**config.mk**
```make
export PLATFORM = sky130hd
export DESIGN_NAME = ellipse_rasterizer
export DESIGN_NICKNAME = d
export VERILOG_FILES = /design/src/rtl/core/elr_pkg.sv /design/src/rtl/core/ellipse_rasterizer.sv /design/src/rtl/core/elr_datapath.sv /design/src/rtl/core/elr_ctrl.sv
export SDC_FILE = /design/constraint.sdc
export NUM_CORES = 2
export LEC_CHECK = 0
export ABC_AREA = 1
export BUFFER_PORTS_ARGS = -buffer_cell sky130_fd_sc_hd__buf_2
export CAP_MARGIN = 20
export CORE_MARGIN = 1
export CORE_UTILIZATION = 25
export CTS_BUF_LIST = sky130_fd_sc_hd__clkbuf_2 sky130_fd_sc_hd__clkbuf_4 sky130_fd_sc_hd__clkbuf_8
export DETAILED_ROUTE_END_ITERATION = 7
export GPL_TIMING_DRIVEN = 0
export SLEW_MARGIN = 25
export SYNTH_ARGS = -nofsm -noshare
export SYNTH_HDL_FRONTEND = slang
export SYNTH_SLANG_ARGS = --single-unit
```
**constraint.sdc**
```tcl
create_clock -name clk -period 21.6 [get_ports clk]
set_clock_uncertainty 0.2 [all_clocks]
set_input_delay 4.32 -clock clk [delete_from_list [all_inputs] [get_ports clk]]
set_output_delay 4.32 -clock clk [all_outputs]
set_load 0.01 [all_outputs]
```
**src/rtl/core/elr_pkg.sv**
```systemverilog
// ----------------------------------------------------------------------------
// elr_pkg: shared types for the ellipse rasteriser
// Controller states, walk parts, operation codes and the command/status
// bundles passed between the controller and the datapath.
// ----------------------------------------------------------------------------
package elr_pkg;

	// operation carried in s_tuser
	localparam logic OP_START = 1'b0;
	localparam logic OP_STEP  = 1'b1;

	// controller sequence: idle, then the set-up states MUL_A, MUL_B, MUL_T and DEC after a start
	typedef enum logic [4:0] {
		ST_IDLE  = 5'b00001,
		ST_MUL_A = 5'b00010,
		ST_MUL_B = 5'b00100,
		ST_MUL_T = 5'b01000,
		ST_DEC   = 5'b10000
	} elr_state_t;

	// part of the walk
	typedef enum logic [3:0] {
		W_DONE = 4'b0001,
		W_R1   = 4'b0010,
		W_R2   = 4'b0100,
		W_FIN  = 4'b1000
	} elr_walk_t;

	typedef struct packed {
		logic start;          // latch centre and semi-axes
		logic mul_asq;        // a * a
		logic mul_bsq;        // b * b
		logic mul_t7;         // a * 2b^2
		logic set_dec;        // initial decision terms
		logic step_r1;        // region one row
		logic step_r2;        // region two row
		logic step_fin;       // finish row
		logic fin_from_entry; // finish row taken from cur_y + line flag
		logic out_start;      // all-zero result
		logic out_done;       // done result
	} elr_cmd_t;

	typedef struct packed {
		logic dec2_neg;       // decision two below zero
		logic x_neg;          // x offset below zero
		logic fin_over;       // stored finish row beyond half height
		logic fin_entry_over; // entry finish row beyond half height
	} elr_status_t;

endpackage

```
**src/rtl/core/ellipse_rasterizer.sv**
```systemverilog
// ----------------------------------------------------------------------------
// ellipse_rasterizer: incremental midpoint ellipse rasteriser
// Top level: stream ports, one-dot mode register, controller and datapath.
// ----------------------------------------------------------------------------
// Every input transfer gives exactly one result transfer. A start transfer
// (tuser 0) latches the centre and semi-axes and returns an all-zero result;
// the block then sets up the decision terms in the states MUL_A, MUL_B,
// MUL_T and DEC on a single shared multiplier (a*a, b*b, a*2b^2, then the
// sums) with s_tready low. Each step transfer (tuser 1) returns one row of
// the four-way symmetric point set: region one, region two, then, with
// one-dot mode off, the vertical run at the centre x up to the half height.
// When the walk has run out, or before any start, a step returns zero
// coordinates with done_res set. Steps flow at one per cycle while results
// are collected; the result sits in an output register and a new transfer
// is taken in the cycle that result is collected. The user must write
// one_dot_mode over the cfg channel only while idle; this is not enforced.
// ----------------------------------------------------------------------------
module ellipse_rasterizer #(
	parameter int AXIS_BITS  = 10,
	parameter int COORD_BITS = 16,
	localparam int S_DATA_W  = ((2 * (COORD_BITS - 1) + 2 * AXIS_BITS + 7) / 8) * 8,
	localparam int M_DATA_W  = ((4 * COORD_BITS + 4 + 7) / 8) * 8
) (
	input  logic                clk,
	input  logic                arst_n,
	// input stream
	input  logic                s_tvalid,
	output logic                s_tready,
	input  logic [S_DATA_W-1:0] s_tdata,  // center_x, center_y, semi_a, semi_b, zero pad
	input  logic                s_tuser,  // operation: 0 start, 1 step
	// result stream
	output logic                m_tvalid,
	input  logic                m_tready,
	output logic [M_DATA_W-1:0] m_tdata,  // right_x, left_x, bottom_y, top_y, pixel_mask, pad
	output logic                m_tuser,  // done_res
	// configuration
	input  logic                cfg_valid,
	output logic                cfg_ready,
	input  logic                cfg_data  // one_dot_mode
);

	localparam int CX_W  = COORD_BITS - 1;

	// input fields, lowest first
	logic signed [CX_W-1:0]      center_x, center_y;
	logic        [AXIS_BITS-1:0] semi_a, semi_b;

	assign center_x = s_tdata[CX_W-1:0];
	assign center_y = s_tdata[2*CX_W-1:CX_W];
	assign semi_a   = s_tdata[2*CX_W+AXIS_BITS-1:2*CX_W];
	assign semi_b   = s_tdata[2*CX_W+2*AXIS_BITS-1:2*CX_W+AXIS_BITS];

	// one-dot mode register, always ready; the user must write it only while idle, as this is not enforced
	logic one_dot_q;
	assign cfg_ready = 1'b1;

	always_ff @(posedge clk or negedge arst_n) begin
		if (!arst_n)
			one_dot_q <= 1'b0;
		else if (cfg_valid)
			one_dot_q <= cfg_data;
	end

	elr_pkg::elr_cmd_t    cmd;
	elr_pkg::elr_status_t sts;

	elr_ctrl u_ctrl (
		.clk          (clk),
		.arst_n       (arst_n),
		.s_tvalid     (s_tvalid),
		.s_op         (s_tuser),
		.s_tready     (s_tready),
		.m_tvalid     (m_tvalid),
		.m_tready     (m_tready),
		.one_dot_mode (one_dot_q),
		.sts          (sts),
		.cmd          (cmd)
	);

	logic [COORD_BITS-1:0] right_x, left_x, bottom_y, top_y;
	logic [3:0]            pixel_mask;
	logic                  done_res;

	elr_datapath #(
		.AXIS_BITS  (AXIS_BITS),
		.COORD_BITS (COORD_BITS)
	) u_datapath (
		.clk          (clk),
		.cmd          (cmd),
		.center_x     (center_x),
		.center_y     (center_y),
		.semi_a       (semi_a),
		.semi_b       (semi_b),
		.one_dot_mode (one_dot_q),
		.sts          (sts),
		.right_x      (right_x),
		.left_x       (left_x),
		.bottom_y     (bottom_y),
		.top_y        (top_y),
		.pixel_mask   (pixel_mask),
		.done_res     (done_res)
	);

	// result packing, lowest field first, zero padded to whole bytes
	assign m_tdata = M_DATA_W'({pixel_mask, top_y, bottom_y, left_x, right_x});
	assign m_tuser = done_res;

endmodule

```
**src/rtl/core/elr_datapath.sv**
```systemverilog
// ----------------------------------------------------------------------------
// elr_datapath: ellipse rasteriser datapath
// Shared multiplier for set-up, decision accumulators, walk registers and
// the result register.
// ----------------------------------------------------------------------------
module elr_datapath #(
	parameter int AXIS_BITS  = 10,
	parameter int COORD_BITS = 16
) (
	input  logic                          clk,
	input  elr_pkg::elr_cmd_t             cmd,
	input  logic signed [COORD_BITS-2:0]  center_x,
	input  logic signed [COORD_BITS-2:0]  center_y,
	input  logic        [AXIS_BITS-1:0]   semi_a,
	input  logic        [AXIS_BITS-1:0]   semi_b,
	input  logic                          one_dot_mode,
	output elr_pkg::elr_status_t          sts,
	output logic        [COORD_BITS-1:0]  right_x,
	output logic        [COORD_BITS-1:0]  left_x,
	output logic        [COORD_BITS-1:0]  bottom_y,
	output logic        [COORD_BITS-1:0]  top_y,
	output logic        [3:0]             pixel_mask,
	output logic                          done_res
);

	localparam int CX_W   = COORD_BITS - 1;
	localparam int POS_W  = AXIS_BITS + 3;
	localparam int SQ_W   = 2 * AXIS_BITS;
	localparam int MB_W   = 2 * AXIS_BITS + 1;
	localparam int PROD_W = 3 * AXIS_BITS + 1;
	localparam int TERM_W = 3 * AXIS_BITS + 6;
	localparam int DEC_W  = 4 * AXIS_BITS + 6;
	localparam int SUM_W  = ((COORD_BITS > POS_W) ? COORD_BITS : POS_W) + 1;

	logic signed [CX_W-1:0]   cx_q, cy_q;
	logic        [AXIS_BITS-1:0] hh_q;
	logic signed [POS_W-1:0]  cur_x_q, cur_y_q, fin_row_q;
	logic        [SQ_W-1:0]   a_sq_q, b_sq_q;
	logic signed [TERM_W-1:0] x_term_q, y_term_q;
	logic signed [DEC_W-1:0]  d1_q, d2_q;
	logic                     lw_q;

	// set-up multiplier
	logic [AXIS_BITS-1:0] mul_a_op;
	logic [MB_W-1:0]      mul_b_op;
	logic [PROD_W-1:0]    prod;

	assign mul_a_op = cmd.mul_bsq ? hh_q : cur_x_q[AXIS_BITS-1:0];
	assign mul_b_op = cmd.mul_t7  ? {b_sq_q, 1'b0} :
	                  cmd.mul_bsq ? MB_W'(hh_q) : MB_W'(cur_x_q[AXIS_BITS-1:0]);
	assign prod     = mul_a_op * mul_b_op;

	// increments at term width
	logic signed [TERM_W-1:0] asq_t, bsq_t, yt_inc, xt_dec;
	assign asq_t  = TERM_W'(a_sq_q);
	assign bsq_t  = TERM_W'(b_sq_q);
	assign yt_inc = y_term_q + (asq_t <<< 2);
	assign xt_dec = x_term_q - (bsq_t <<< 2);

	// decision-width views
	logic signed [DEC_W-1:0] asq_d, bsq_d, xt_d, yinc_d, xdec_d;
	assign asq_d  = DEC_W'(a_sq_q);
	assign bsq_d  = DEC_W'(b_sq_q);
	assign xt_d   = DEC_W'(x_term_q);
	assign yinc_d = DEC_W'(yt_inc);
	assign xdec_d = DEC_W'(xt_dec);

	logic d1_neg, d2_neg;
	assign d1_neg = d1_q[DEC_W-1];
	assign d2_neg = d2_q[DEC_W-1];

	// finish row source
	logic signed [POS_W-1:0] fin_entry, fin_row_sel, hh_p;
	assign fin_entry   = cur_y_q + {{(POS_W-1){1'b0}}, lw_q};
	assign fin_row_sel = cmd.fin_from_entry ? fin_entry : fin_row_q;
	assign hh_p        = POS_W'(hh_q);

	assign sts.dec2_neg       = d2_neg;
	assign sts.x_neg          = cur_x_q[POS_W-1];
	assign sts.fin_over       = fin_row_q > hh_p;
	assign sts.fin_entry_over = fin_entry > hh_p;

	// row coordinates; comparisons on exact offsets, sums wrap
	logic signed [SUM_W-1:0] rx_full, lx_full, by_full, ty_full, fby_full, fty_full;
	assign rx_full  = SUM_W'(cx_q) + SUM_W'(cur_x_q);
	assign lx_full  = SUM_W'(cx_q) - SUM_W'(cur_x_q);
	assign by_full  = SUM_W'(cy_q) + SUM_W'(cur_y_q);
	assign ty_full  = SUM_W'(cy_q) - SUM_W'(cur_y_q);
	assign fby_full = SUM_W'(cy_q) + SUM_W'(fin_row_sel);
	assign fty_full = SUM_W'(cy_q) - SUM_W'(fin_row_sel);

	logic x_pos, x_nz, y_pos;
	logic [3:0] walk_mask, fin_mask;
	assign x_pos = cur_x_q > 0;
	assign x_nz  = cur_x_q != 0;
	assign y_pos = cur_y_q > 0;

	always_comb begin
		if (one_dot_mode) begin
			if (x_nz && (cmd.step_r1 || !lw_q))
				walk_mask = {y_pos, y_pos, 2'b11};
			else
				walk_mask = 4'b0000;
		end else begin
			walk_mask = {y_pos & x_pos, y_pos, x_pos, 1'b1};
		end
	end

	assign fin_mask = {1'b0, fin_row_sel > 0, 1'b0, 1'b1};

	// walk and set-up registers
	always_ff @(posedge clk) begin
		if (cmd.start) begin
			cx_q      <= center_x;
			cy_q      <= center_y;
			hh_q      <= semi_b;
			cur_x_q   <= POS_W'(semi_a);
			cur_y_q   <= '0;
			y_term_q  <= '0;
			lw_q      <= 1'b0;
			fin_row_q <= '0;
		end
		if (cmd.mul_asq)
			a_sq_q <= prod[SQ_W-1:0];
		if (cmd.mul_bsq)
			b_sq_q <= prod[SQ_W-1:0];
		if (cmd.mul_t7)
			x_term_q <= TERM_W'({prod, 1'b0});
		if (cmd.set_dec) begin
			d1_q <= (asq_d <<< 1) - (xt_d >>> 1) + bsq_d;
			d2_q <= asq_d - xt_d + (bsq_d <<< 1);
		end
		if (cmd.step_r1) begin
			cur_y_q  <= cur_y_q + 1'b1;
			y_term_q <= yt_inc;
			if (d1_neg) begin
				d1_q <= d1_q + yinc_d + (asq_d <<< 1);
				d2_q <= d2_q + yinc_d;
			end else begin
				cur_x_q  <= cur_x_q - 1'b1;
				x_term_q <= xt_dec;
				d1_q     <= d1_q + yinc_d + (asq_d <<< 1) - xdec_d;
				d2_q     <= d2_q + yinc_d + (bsq_d <<< 1) - xdec_d;
			end
		end
		if (cmd.step_r2) begin
			cur_x_q  <= cur_x_q - 1'b1;
			x_term_q <= xt_dec;
			if (d2_neg) begin
				cur_y_q  <= cur_y_q + 1'b1;
				y_term_q <= yt_inc;
				lw_q     <= 1'b0;
				d2_q     <= d2_q + (bsq_d <<< 1) + yinc_d - xdec_d;
			end else begin
				lw_q <= lw_q | (walk_mask != 4'b0000);
				d2_q <= d2_q + (bsq_d <<< 1) - xdec_d;
			end
		end
		if (cmd.step_fin)
			fin_row_q <= fin_row_sel + 1'b1;
	end

	// result register
	always_ff @(posedge clk) begin
		priority if (cmd.out_start || cmd.out_done) begin
			right_x    <= '0;
			left_x     <= '0;
			bottom_y   <= '0;
			top_y      <= '0;
			pixel_mask <= '0;
			done_res   <= cmd.out_done;
		end else if (cmd.step_r1 || cmd.step_r2) begin
			right_x    <= rx_full[COORD_BITS-1:0];
			left_x     <= lx_full[COORD_BITS-1:0];
			bottom_y   <= by_full[COORD_BITS-1:0];
			top_y      <= ty_full[COORD_BITS-1:0];
			pixel_mask <= walk_mask;
			done_res   <= 1'b0;
		end else if (cmd.step_fin) begin
			right_x    <= COORD_BITS'(cx_q);
			left_x     <= COORD_BITS'(cx_q);
			bottom_y   <= fby_full[COORD_BITS-1:0];
			top_y      <= fty_full[COORD_BITS-1:0];
			pixel_mask <= fin_mask;
			done_res   <= 1'b0;
		end else begin
			done_res <= done_res;
		end
	end

endmodule

```
**src/rtl/core/elr_ctrl.sv**
```systemverilog
// ----------------------------------------------------------------------------
// elr_ctrl: ellipse rasteriser controller
// Handshakes, set-up sequence, walk part tracking and datapath commands.
// ----------------------------------------------------------------------------
module elr_ctrl (
	input  logic                 clk,
	input  logic                 arst_n,
	input  logic                 s_tvalid,
	input  logic                 s_op,
	output logic                 s_tready,
	output logic                 m_tvalid,
	input  logic                 m_tready,
	input  logic                 one_dot_mode,
	input  elr_pkg::elr_status_t sts,
	output elr_pkg::elr_cmd_t    cmd
);

	elr_pkg::elr_state_t st_q, st_d;
	elr_pkg::elr_walk_t  walk_q, walk_eff;
	logic                fin_entry;
	logic                acc;

	assign s_tready = (st_q == elr_pkg::ST_IDLE) && (!m_tvalid || m_tready);
	assign acc      = s_tvalid && s_tready;

	// part changes happen within the step that finds the part exhausted
	always_comb begin
		walk_eff  = walk_q;
		fin_entry = 1'b0;
		if (walk_eff == elr_pkg::W_R1 && !sts.dec2_neg) begin
			if (!sts.x_neg) begin
				walk_eff = elr_pkg::W_R2;
			end else if (one_dot_mode) begin
				walk_eff = elr_pkg::W_DONE;
			end else begin
				walk_eff  = elr_pkg::W_FIN;
				fin_entry = 1'b1;
			end
		end
		if (walk_eff == elr_pkg::W_R2 && sts.x_neg) begin
			if (one_dot_mode) begin
				walk_eff = elr_pkg::W_DONE;
			end else begin
				walk_eff  = elr_pkg::W_FIN;
				fin_entry = 1'b1;
			end
		end
		if (walk_eff == elr_pkg::W_FIN) begin
			if (fin_entry ? sts.fin_entry_over : sts.fin_over)
				walk_eff = elr_pkg::W_DONE;
		end
	end

	always_comb begin
		cmd  = '0;
		st_d = st_q;
		unique case (st_q)
			elr_pkg::ST_IDLE: begin
				if (acc) begin
					if (s_op == elr_pkg::OP_START) begin
						cmd.start     = 1'b1;
						cmd.out_start = 1'b1;
						st_d          = elr_pkg::ST_MUL_A;
					end else begin
						cmd.step_r1        = walk_eff == elr_pkg::W_R1;
						cmd.step_r2        = walk_eff == elr_pkg::W_R2;
						cmd.step_fin       = walk_eff == elr_pkg::W_FIN;
						cmd.fin_from_entry = fin_entry;
						cmd.out_done       = walk_eff == elr_pkg::W_DONE;
					end
				end
			end
			elr_pkg::ST_MUL_A: begin
				cmd.mul_asq = 1'b1;
				st_d        = elr_pkg::ST_MUL_B;
			end
			elr_pkg::ST_MUL_B: begin
				cmd.mul_bsq = 1'b1;
				st_d        = elr_pkg::ST_MUL_T;
			end
			elr_pkg::ST_MUL_T: begin
				cmd.mul_t7 = 1'b1;
				st_d       = elr_pkg::ST_DEC;
			end
			elr_pkg::ST_DEC: begin
				cmd.set_dec = 1'b1;
				st_d        = elr_pkg::ST_IDLE;
			end
			default: begin
				st_d = elr_pkg::ST_IDLE;
			end
		endcase
	end

	always_ff @(posedge clk or negedge arst_n) begin
		if (!arst_n) begin
			st_q     <= elr_pkg::ST_IDLE;
			walk_q   <= elr_pkg::W_DONE;
			m_tvalid <= 1'b0;
		end else begin
			st_q <= st_d;
			if (acc) begin
				m_tvalid <= 1'b1;
				walk_q   <= (s_op == elr_pkg::OP_START) ? elr_pkg::W_R1 : walk_eff;
			end else if (m_tready) begin
				m_tvalid <= 1'b0;
			end
		end
	end

endmodule
```
==> summary.md <==
| Metric | Value |
|---|---|
| Routed Antenna Nets | `0` |
| CP Class | `in2out` |
| Cell accounting for the most synthesized area | `nand2_1` |
| Final WL | `288,000 um` |
| Synthesized area per cell | `6.38 um^2` |
| CTS hold repair buffers | `0` |
| CP Data Arrival Time | `4.80 ns` |
| Tot GR Track Use | `23.6%` |
| Post_cts resized | `0` |
| H-tree levels | `3` |
| Via count | `64,846` |
| Worst EP required | `17.08 ns` |
| Min-delay worst type | `reg2reg` |
| Clock sinks | `362` |
| Post-synth EDFFs | `191` |
| CP Capture Type | `primary output` |
| Period utilization | `43.2%` |
| Reg2reg start | `u_ctrl.st_q[1]` |
| DRC Markers | `0` |
| Grt ovf | `0` |
| Outcome | `completed` |
| Reg2reg end | `u_datapath.x_term_q[25]` |
| Row cnt | `177` |
| Average wire per standard cell | `22.7 um` |
| CTS root buf | `clkbuf_8` |
| #FFs+latches synth | `362` |
| Ports | `139` |
| Post-synth top flop | `edfxtp_1` |
| TritonCTS Buffers | `72` |
| Worst-margin pin slew | `1.30 ns` |
| First-pass GRT wire length | `409,000 um` |
| Cell Area, Synth | `59,000 um^2` |
| Die footprint | `238,000 um^2` |
| Setup bufs post-CTS | `0` |
| Ys async rst share | `3.04%` |
| Synthesized netlist cell count | `9,246` |
| Clk Latency, worst-skew pair | `0.82 ns` |
| Initial DRC count | `7,178` |
| Top-area cell type share of the netlist area | `15.8%` |
| Yosys Warn Count | `0` |
| Setup-failing EPs final | `0` |
| Largest net degree at the start of global routing | `43` |
| # port buffers | `127` |
| Reg clk slew, reported paths | `0.06 ns` |
| Via/cell ratio | `5.11` |
| CP startpoint | `m_tready` |
| Reg-to-reg slack, setup | `12.47 ns` |
| CP max FO | `2` |
| Count leader, synth | `nand2_1` |
| Core area | `233,000 um^2` |
| Nets | `10,404` |
| Max-slew violations | `0` |
| Top cells by count, synth | `nand2_1, inv_1, nor2_1` |
| Hold Vio Cnt, Final | `0` |
| RSZ-0062 raised after global routing | `no` |
| Top cells by area, synth | `nand2_1, ha_1, edfxtp_1, fa_1, inv_1` |
| DRT Pass-1 Iters | `7` |
| Initial antenna violation count | `29` |
| Netlist cell types | `71` |
| Fillers | `26,561` |
| Proportion of layout cells with a drive suffix above 1 | `5.37%` |
| Relative slew slack | `12.8%` |
| Syn-to-layout area delta | `12.1%` |
| TritonCTS clock tree | `yes` |
| WHS Endpoint | `u_datapath.top_y[5]` |
| Gpl congestion | `1.05` |
| Initial Utilization | `25.3%` |
| Tmin final | `9.32 ns` |
| Sequential share of the synthesized area | `15.6%` |
| Post-DP HPWL | `245,000 um` |
| Fmax | `107 MHz` |
| CP Launch Type | `input port` |
| CTS max path bufs | `3` |
| Worst hold start | `u_datapath.top_y[5]` |
| Die Height | `488 um` |
| Maxcap violations | `0` |
| Setup TNS | `0 ns` |
| Worst hold stages | `2` |
| Die X | `488 um` |
| R2r worst-path depth | `29` |
| Vias in the first global route | `61,045` |
[critical path, cell delays in order]
cell	delay (ns)
buf_2	0.10
nor2_1	0.17
nor2_4	0.07
buf_2	0.14
[kinds of logic (layout without fill, tap and decap cells)]
group,count (synthesis),count (layout),synth area share [%]
AOI/OAI and AO/OA,1670,1670,15.7
xor gates and xnor gates,405,405,6.02
adders and majority gates,866,866,21.6
buffers and inverters,1522,1807,9.95
DFF,362,362,15.6
muxes,3,3,0.0509
other,2,20,0.0127
and+or+nand+nor,4416,4416,31.1
[cell usage in the layout (no fill, tap or decap), types with 28 or more instances in the layout]
master    synthesis  layout
clkbuf_8          0      90
nor3_1          105     104
o21ai_0         605     605
nand3_1         536     536
o21ai_1          33      33
o21a_1           36      36
a31oi_1          59      59
xor2_1          292     264
or2_2            46      46
a21boi_0         28      28
nand2_1        2481    2477
buf_2            35     165
o211ai_1         38      38
xnor2_1         113     108
o21bai_1         89      89
dfxtp_1         160     160
nor4_1           31      31
a21o_1           50      50
a21oi_1         672     672
nand4_1         143     143
clkbuf_1        104      95
inv_1          1327    1327
edfxtp_1        191     191
ha_1            615     615
nor2_1          977     976
fa_1            251     251
[layout make-up]
type	instances	area, um^2	area share, %
antenna	15	37.5	0.0568
tap	3132	3920	5.93
inverter	1346	5050	7.65
multi-input combinational	7365	44200	66.9
buffer	176	826	1.25
clock buffer	102	1330	2.01
timing repair buffer	152	1050	1.59
sequential	362	9220	14.0
clock inverter	31	403	0.610
[per-layer routing]
metal	up-vias	share of wire, %	wire length [um]	GRT usage [%]
li1	30682	-	-	-
met1	30480	44	125000	32.1
met2	3093	41	117000	34.7
met4	18	6.0	17200	12.5
met3	573	9.7	28000	4.61
met5	-	0.041	117	0
[how the worst max path moves through the flow]
| stage | endpoint | cells after the start | slack, ns |
|---|---|---|---|
| CTS | s_tready | 4 | 12.28 |
| global route | u_datapath.x_term_q[25] | 31 | 12.17 |
| global placement | u_datapath.fin_row_q[2] | 9 | 10.37 |
| finish | s_tready | 4 | 12.28 |
| detailed placement | s_tready | 4 | 12.28 |
| floorplan | s_tready | 2 | 12.52 |
[flip-flops by register name, summed over array words and instances, names as in the netlist]
| register | count |
|---|---|
| one_dot_q | 1 |
| u_ctrl.m_tvalid | 1 |
| u_ctrl.st_q | 5 |
| u_ctrl.walk_q | 4 |
| u_datapath.a_sq_q | 20 |
| u_datapath.b_sq_q | 20 |
| u_datapath.bottom_y | 15 |
| u_datapath.cur_x_q | 13 |
| u_datapath.cur_y_q | 13 |
| u_datapath.cx_q | 15 |
| u_datapath.cy_q | 15 |
| u_datapath.d1_q | 46 |
| u_datapath.d2_q | 46 |
| u_datapath.done_res | 1 |
| u_datapath.fin_row_q | 13 |
| u_datapath.hh_q | 10 |
| u_datapath.left_x | 16 |
| u_datapath.lw_q | 1 |
| u_datapath.pixel_mask | 4 |
| u_datapath.right_x | 15 |
| u_datapath.top_y | 16 |
| u_datapath.x_term_q | 36 |
| u_datapath.y_term_q | 36 |
[metrics by stage]
stage	setup slack (ns)	utilization (%)	area [um^2]	hold slack (ns)	std cells
2_1_floorplan	12.52	-	59000	0.254	9249
3_3_place_gp	10.37	27.2	63500	0.254	12508
3_5_place_dp	12.28	27.5	64300	0.259	12533
4_1_cts	12.28	28.3	66000	0.269	12666
5_1_grt	12.17	28.3	66000	0.296	12668
6_report	12.28	28.3	66100	0.267	12681
Power is left out: the tool's default activity adds up to more than one toggle a clock period on the data nets, which glitch-free logic cannot reach.
